===== config.mk =====
export PLATFORM = sky130hd
export DESIGN_NAME = ccol_div
export DESIGN_NICKNAME = d
export VERILOG_FILES = /design/src/sv/ccol_pkg.sv /design/src/sv/ccol_div.sv
export SDC_FILE = /design/constraint.sdc
export NUM_CORES = 2
export LEC_CHECK = 0
export BUFFER_PORTS_ARGS = -buffer_cell sky130_fd_sc_hd__buf_4
export CAP_MARGIN = 20
export CORE_MARGIN = 4
export CORE_UTILIZATION = 55
export CTS_CLUSTER_SIZE = 14
export DETAILED_ROUTE_END_ITERATION = 10
export MAX_ROUTING_LAYER = met4
export PLACE_DENSITY = 0.71
export SYNTH_ARGS = -nofsm -noshare
export SYNTH_HDL_FRONTEND = slang
export SYNTH_SLANG_ARGS = --single-unit

===== constraint.sdc =====
create_clock -name i_clk -period 40.8 [get_ports i_clk]
set_input_delay 2.04 -clock i_clk [delete_from_list [all_inputs] [get_ports i_clk]]
set_output_delay 2.04 -clock i_clk [all_outputs]
set_load 0.01 [all_outputs]

===== src/sv/ccol_pkg.sv =====
// shared types and constants for the circle collision tester
// used by ccol_sqrt, ccol_div and circle_shape_collision_test; no dependencies
package ccol_pkg;

    typedef enum logic [1:0] {
        REQ_POINT  = 2'd0,
        REQ_CIRCLE = 2'd1,
        REQ_RECT   = 2'd2,
        REQ_NONE   = 2'd3
    } t_req;

    // q2.14 unit and the distance below which the normal is forced upward
    localparam int NORM_ONE = 16384;
    localparam int NORM_EPS = 6;

    // squared distance, its root, divider numerator and quotient widths
    localparam int SQ_W   = 66;
    localparam int ROOT_W = 33;
    localparam int NUM_W  = 48;
    localparam int Q_W    = 15;

endpackage


===== src/sv/ccol_div.sv =====
// pipelined restoring divider for both normal components, two quotient bits per stage
// depends on ccol_pkg; quotient must fit in Q_W bits, sideband passes through
module ccol_div #(
    parameter int SIDE_W = 8
) (
    input  logic                        i_clk,
    input  logic                        i_rst_n,
    input  logic                        i_valid,
    output logic                        o_ready,
    input  logic [ccol_pkg::NUM_W-1:0]  i_numx,
    input  logic [ccol_pkg::NUM_W-1:0]  i_numy,
    input  logic [ccol_pkg::ROOT_W-1:0] i_den,
    input  logic [SIDE_W-1:0]           i_side,
    output logic                        o_valid,
    input  logic                        i_ready,
    output logic [ccol_pkg::Q_W-1:0]    o_qx,
    output logic [ccol_pkg::Q_W-1:0]    o_qy,
    output logic [SIDE_W-1:0]           o_side
);
    localparam int NW  = ccol_pkg::NUM_W;
    localparam int QW  = ccol_pkg::Q_W;
    localparam int DW  = ccol_pkg::ROOT_W;
    localparam int SPS = 2;
    localparam int NST = (QW + SPS - 1) / SPS;

    logic              r_vld  [NST];
    logic [NW-1:0]     r_remx [NST];
    logic [NW-1:0]     r_remy [NST];
    logic [QW-1:0]     r_qx   [NST];
    logic [QW-1:0]     r_qy   [NST];
    logic [DW-1:0]     r_den  [NST];
    logic [SIDE_W-1:0] r_side [NST];
    logic [NST:0]      rdy;

    assign rdy[NST] = i_ready;

    for (genvar k = 0; k < NST; k++) begin : g_st
        logic              vin;
        logic [NW-1:0]     remx_in;
        logic [NW-1:0]     remy_in;
        logic [QW-1:0]     qx_in;
        logic [QW-1:0]     qy_in;
        logic [DW-1:0]     den_in;
        logic [SIDE_W-1:0] side_in;
        logic [NW-1:0]     n_remx;
        logic [NW-1:0]     n_remy;
        logic [QW-1:0]     n_qx;
        logic [QW-1:0]     n_qy;

        if (k == 0) begin : g_first
            assign vin     = i_valid;
            assign remx_in = i_numx;
            assign remy_in = i_numy;
            assign qx_in   = '0;
            assign qy_in   = '0;
            assign den_in  = i_den;
            assign side_in = i_side;
        end else begin : g_next
            assign vin     = r_vld[k-1];
            assign remx_in = r_remx[k-1];
            assign remy_in = r_remy[k-1];
            assign qx_in   = r_qx[k-1];
            assign qy_in   = r_qy[k-1];
            assign den_in  = r_den[k-1];
            assign side_in = r_side[k-1];
        end

        assign rdy[k] = !r_vld[k] || rdy[k+1];

        always_comb begin
            logic [NW-1:0] dk;
            int            sh;
            dk     = '0;
            sh     = 0;
            n_remx = remx_in;
            n_remy = remy_in;
            n_qx   = qx_in;
            n_qy   = qy_in;
            for (int j = 0; j < SPS; j++) begin
                if (k * SPS + j < QW) begin
                    sh = QW - 1 - (k * SPS + j);
                    dk = NW'(den_in) << sh;
                    if (n_remx >= dk) begin
                        n_remx = n_remx - dk;
                        n_qx   = {n_qx[QW-2:0], 1'b1};
                    end else begin
                        n_qx   = {n_qx[QW-2:0], 1'b0};
                    end
                    if (n_remy >= dk) begin
                        n_remy = n_remy - dk;
                        n_qy   = {n_qy[QW-2:0], 1'b1};
                    end else begin
                        n_qy   = {n_qy[QW-2:0], 1'b0};
                    end
                end
            end
        end

        always_ff @(posedge i_clk) begin
            if (!i_rst_n) begin
                r_vld[k] <= 1'b0;
            end else if (rdy[k]) begin
                r_vld[k] <= vin;
            end
            if (rdy[k] && vin) begin
                r_remx[k] <= n_remx;
                r_remy[k] <= n_remy;
                r_qx[k]   <= n_qx;
                r_qy[k]   <= n_qy;
                r_den[k]  <= den_in;
                r_side[k] <= side_in;
            end
        end
    end

    assign o_ready = rdy[0];
    assign o_valid = r_vld[NST-1];
    assign o_qx    = r_qx[NST-1];
    assign o_qy    = r_qy[NST-1];
    assign o_side  = r_side[NST-1];

endmodule


# Word-level counts from Yosys, hierarchy flattened
# Memory sizes are Yosys's and may differ from the RTL's.
# Cells that the tools add are included.
# word_totals
inputBits,141
memories,7
ramBits,1344
output_inout_bits,40
reg_bits,0
# mem_list
memory,depth,width,read_ports,rd_ports_with_merged_regs,write_ports,line_no,source
r_remx,8,48,7,0,8,ccol_div.sv:27,logic [NW-1:0] r_remx [NST];
r_remy,8,48,7,0,8,ccol_div.sv:28,logic [NW-1:0] r_remy [NST];
r_den,8,33,7,0,8,ccol_div.sv:31,logic [DW-1:0] r_den [NST];
r_qx,8,15,8,0,8,ccol_div.sv:29,logic [QW-1:0] r_qx [NST];
r_qy,8,15,8,0,8,ccol_div.sv:30,logic [QW-1:0] r_qy [NST];
r_side,8,8,8,0,8,ccol_div.sv:32,logic [SIDE_W-1:0] r_side [NST];
+1 memories,n/a,n/a,n/a,n/a,n/a,n/a,
# op_classes
n_lt_le_gt_ge,30
bitwise,8
add_sub_neg,30
muxes,109
n_reduce_logical,24
# op_table
cell,n
2-to-1 mux 48 bit,30
>= comparator 48 x 33 -> 1 bit,2
>= comparator 48 x 34 -> 1 bit,2
>= comparator 48 x 35 -> 1 bit,2
>= comparator 48 x 36 -> 1 bit,2
>= comparator 48 x 37 -> 1 bit,2
>= comparator 48 x 38 -> 1 bit,2
>= comparator 48 x 39 -> 1 bit,2
>= comparator 48 x 40 -> 1 bit,2
>= comparator 48 x 41 -> 1 bit,2
>= comparator 48 x 42 -> 1 bit,2
>= comparator 48 x 43 -> 1 bit,2
>= comparator 48 x 44 -> 1 bit,2
>= comparator 48 x 45 -> 1 bit,2
>= comparator 48 x 46 -> 1 bit,2
>= comparator 48 x 47 -> 1 bit,2
subtractor 48 x 33 -> 48 bit,2
subtractor 48 x 34 -> 48 bit,2
subtractor 48 x 35 -> 48 bit,2
subtractor 48 x 36 -> 48 bit,2
subtractor 48 x 37 -> 48 bit,2
subtractor 48 x 38 -> 48 bit,2
subtractor 48 x 39 -> 48 bit,2
subtractor 48 x 40 -> 48 bit,2
12 further kinds,125

# Depth between registers and ports, before layout
# An unclocked memory read counts as a cell.
# depth
depth_word,14
mapped_depth,33
ltp_nobuf,31

# Least setup slack after synthesis
# Ideal clock, no wire load.
# synth_timing
kind,input -> register
start,input port i_ready
end,memory r_vld[6][0] (netlist: r_vld[1][2]) (data pin)
n_path_buf,0
path_slack_ns,25.668
path_stages,3
required_ns,40.577
setup_time_ns,0.223
arrival_ns,14.909
cell_sequence,nor2b_1 -> a21boi_0 -> and2_1
# synth_rtl
element,line_no,source
start: declaration,ccol_div.sv:15,"input logic i_ready,"
end: declaration,ccol_div.sv:26,logic r_vld [NST];

==> flow_metrics.py <==
metrics = {
    "setup_path": {
        "crit_fanout": 36,
        "end_kind": "flop",
        "startpoint_type": "primary input",
        "path_class": "in -> reg",
        "cp.arrival_ns": 10.38,
        "required_ns": 41.34,
    },
    "synth": {
        "yosysTopAreaCell": "edfxtp_1",
        "ys_seq_elements": 1117,
        "post-synth-top-count-cell": "edfxtp_1",
        "synth.distinct_cells": 104,
        "yosysWarnings": 0,
        "synth_common_cells": "edfxtp_1 (1,116), nand2_1 (1,087), a21oi_1 (1,048), ha_1 (990), nor2_1 (857)",
        "synth_edf_count": 1116,
        "synthCells": 11100,
        "synth-main-ff-cell": "edfxtp_1",
        "netlist_top_cells_area": "edfxtp_1 (34%), ha_1 (12%), a21oi_1 (5.3%)",
        "syn_nets": 12200,
        "yosysSeqAreaShare": 0.337,
        "syn_area_um2": 99400,
        "syn_avg_cell_area_um2": 8.96,
        "async_flop_share": 0,
        "synth_top_cell_area_share": 0.337,
    },
    "die": {
        "pin_count": 181,
        "fp.dieH_um": 433,
        "initial_core_util": 0.555,
        "coreArea_um2": 179000,
        "die-area_um2": 188000,
        "die_w_um": 433,
        "num_rows": 155,
    },
    "drt": {
        "wl_um": 358000,
        "wl_per_cell_um": 26.2,
        "detail-route-antenna-nets": 0,
        "vias": 88400,
        "drt_iter0_markers": 9210,
        "dr.pass1.iters": 9,
        "viasPerCell": 6.48,
        "drc": 0,
    },
    "placement": {
        "place.gp.congestion": 1.05,
        "dp_hpwl_um": 291000,
        "placedInstanceArea_um2": 103000,
        "port_buffers": 180,
    },
    "clocking": {
        "clk_path_buf_depth": 3,
        "clk_pin_slew_worst_paths_ns": 0.06,
        "cts-hold-fix-buffers": 0,
        "post_cts_buffers": 0,
        "ctsResizeCount": 0,
        "cts_tree": "built",
        "clock_latency_ns": 0.82,
        "cts_sinks": 1117,
        "cts_buffers": 131,
        "clock-root-buffer": "clkbuf_16",
        "h-tree-depth": 4,
    },
    "run": {
        "maxCapViolations": 0,
    },
    "pwr": {
        "power.density_nw_per_um2": 61.8,
        "leakagePower_uw": 0.0432,
        "peakVddDrop_mv": 0.0670,
        "finalPower_uw": 6660,
    },
    "timing": {
        "fin_crit_ns": 9.84,
        "rsz0062_at_grt": "no",
        "fmax_ghz": 0.102,
        "hold_ws_ns": 0.394,
        "finalHoldViolations": 0,
        "tns_ns": 0,
        "worst_pin_slew_ns": 1.14,
        "fin_worst_skew_ns": 0.0512,
        "drv_slew": 0,
        "max_slew_margin": 0.233,
        "setup_viol": 0,
        "timing.final.crit_share": 0.241,
    },
    "status": {
        "status": "finished clean",
    },
    "cells_and_area": {
        "nets": 12300,
        "final_area_um2": 108000,
        "area_growth_pct": 8.50,
        "drive_above_1_share": 0.0772,
        "fillers": 15600,
    },
    "hold_path": {
        "hold_path_class": "reg -> reg",
    },
    "global_route": {
        "grt_pass1_wl_um": 523000,
        "globalRouteOverflowTotal": 0,
        "grt_use_met3": 0.0501,
        "grt_start_max_net_pins": 136,
        "use_met2": 0.607,
        "grt_pass1_vias": 83600,
        "antenna_found_initial": 7,
        "use_met1": 0.445,
        "busiest_layer": "met2",
        "grt_use_total": 0.382,
    },
}
-- where the power goes --
part           switching (uW)  internal, uW  total (uW)  leakage [uW]
logic                    2250          1520        3770        0.0308
registers                 135          1540        1670        0.0102
clock network             518           704        1220       0.00214
-- worst paths after layout --
path,start,to,slack [ns],cells after the start
worst max-delay path,i_den[11],r_remx[0][15],30.96,26
worst min-delay path,r_qy[1][17],r_qy[1][34],0.39,0
worst max register to register,r_remx[2][8],r_remx[3][44],31.21,29
worst min register to register,r_qy[1][17],r_qy[1][34],0.39,0
-- sequential cells by signal (all words and copies together), names as in the netlist --
signal and cells:
r_vld 8, r_den 231, r_qy 71, r_remy 336, r_qx 71, r_side 64
r_remx 336
-- final cells by class --
class	count	area, um^2	area share
Antenna cell	5	12.5	0.000116
Clock buffer	157	3420	0.0317
Clock inverter	79	1030	0.00952
Inverter	574	2150	0.0200
Multi-Input combinational cell	9099	62700	0.581
Sequential cell	1117	33500	0.311
Tap cell	2355	2950	0.0273
Timing Repair Buffer	264	2020	0.0188
-- logic make-up (layout without fill, tap and decap cells) --
logic type	after synthesis	in the layout	synth area share
mux	307	307	0.0347
other cells	0	5	0
fa+ha+maj	1018	1018	0.130
compound gates	3399	3399	0.214
flops	1117	1117	0.337
buf+inv	868	1074	0.0336
xor+xnor	909	909	0.0801
simple gates	3466	3466	0.169
-- layer usage --
metal,part of all wire,vias up
met1,0.38,41900
met5,0,-
met4,0.092,0
li1,-,41500
met2,0.46,3891
met3,0.070,1154
-- cells in the final DEF, fill, tap and decap left out, types with 31 or more instances in the layout --
master / netlist / final
a2111oi_0: 31 / 31
a211o_1: 39 / 39
a211oi_1: 121 / 121
a21boi_0: 41 / 40
a21o_1: 453 / 453
a21oi_1: 1048 / 1046
a31oi_1: 98 / 95
and2_1: 85 / 83
and3_1: 104 / 104
and4_1: 43 / 43
buf_4: 7 / 258
clkbuf_16: 0 / 133
edfxtp_1: 1116 / 1116
ha_1: 990 / 990
inv_1: 562 / 561
mux2_2: 267 / 267
mux2i_1: 31 / 31
nand2_1: 1087 / 1087
nand2b_1: 142 / 142
nand3_1: 233 / 233
nand4_1: 187 / 187
nor2_1: 857 / 856
nor2b_1: 152 / 149
nor3_1: 182 / 182
nor4_1: 83 / 78
o211ai_1: 56 / 56
o21a_1: 155 / 155
o21ai_0: 817 / 816
o21bai_1: 119 / 119
o31a_1: 31 / 31
o31ai_1: 98 / 98
or2_2: 46 / 46
or3_1: 77 / 77
or4_1: 49 / 48
xnor2_1: 581 / 581
xor2_1: 328 / 328
-- critical path, cell delays in order --
cell,delay [ns]
buf_4,0.11
inv_1,0.40
ha_1,0.38
nand2_1,0.21
a21oi_1,0.07
o21ai_0,0.36
or3_1,0.23
nand4_1,0.12
and3b_1,0.22
or3_1,0.39
a21boi_0,0.56
o311ai_2,0.18
buf_4,0.30
mux2_2,0.34
ha_1,0.39
a221oi_1,0.38
o211ai_1,0.15
a2111o_1,0.39
a2111oi_0,0.44
nor3_1,0.20
a41o_1,0.31
o21a_1,0.23
o41ai_1,0.56
and3_1,0.57
buf_4,0.44
mux2_2,0.39
-- per-stage QoR --
stage	cells	utilization	setup WS, ns
after detailed placement	13400	0.577	30.25
final	13700	0.602	30.96
after global routing	13600	0.602	30.40
after CTS	13600	0.602	31.13
after floorplan	11100	-	25.67
after global placement	13400	0.577	30.26
Note: power is estimated with default switching activity, not from simulation.
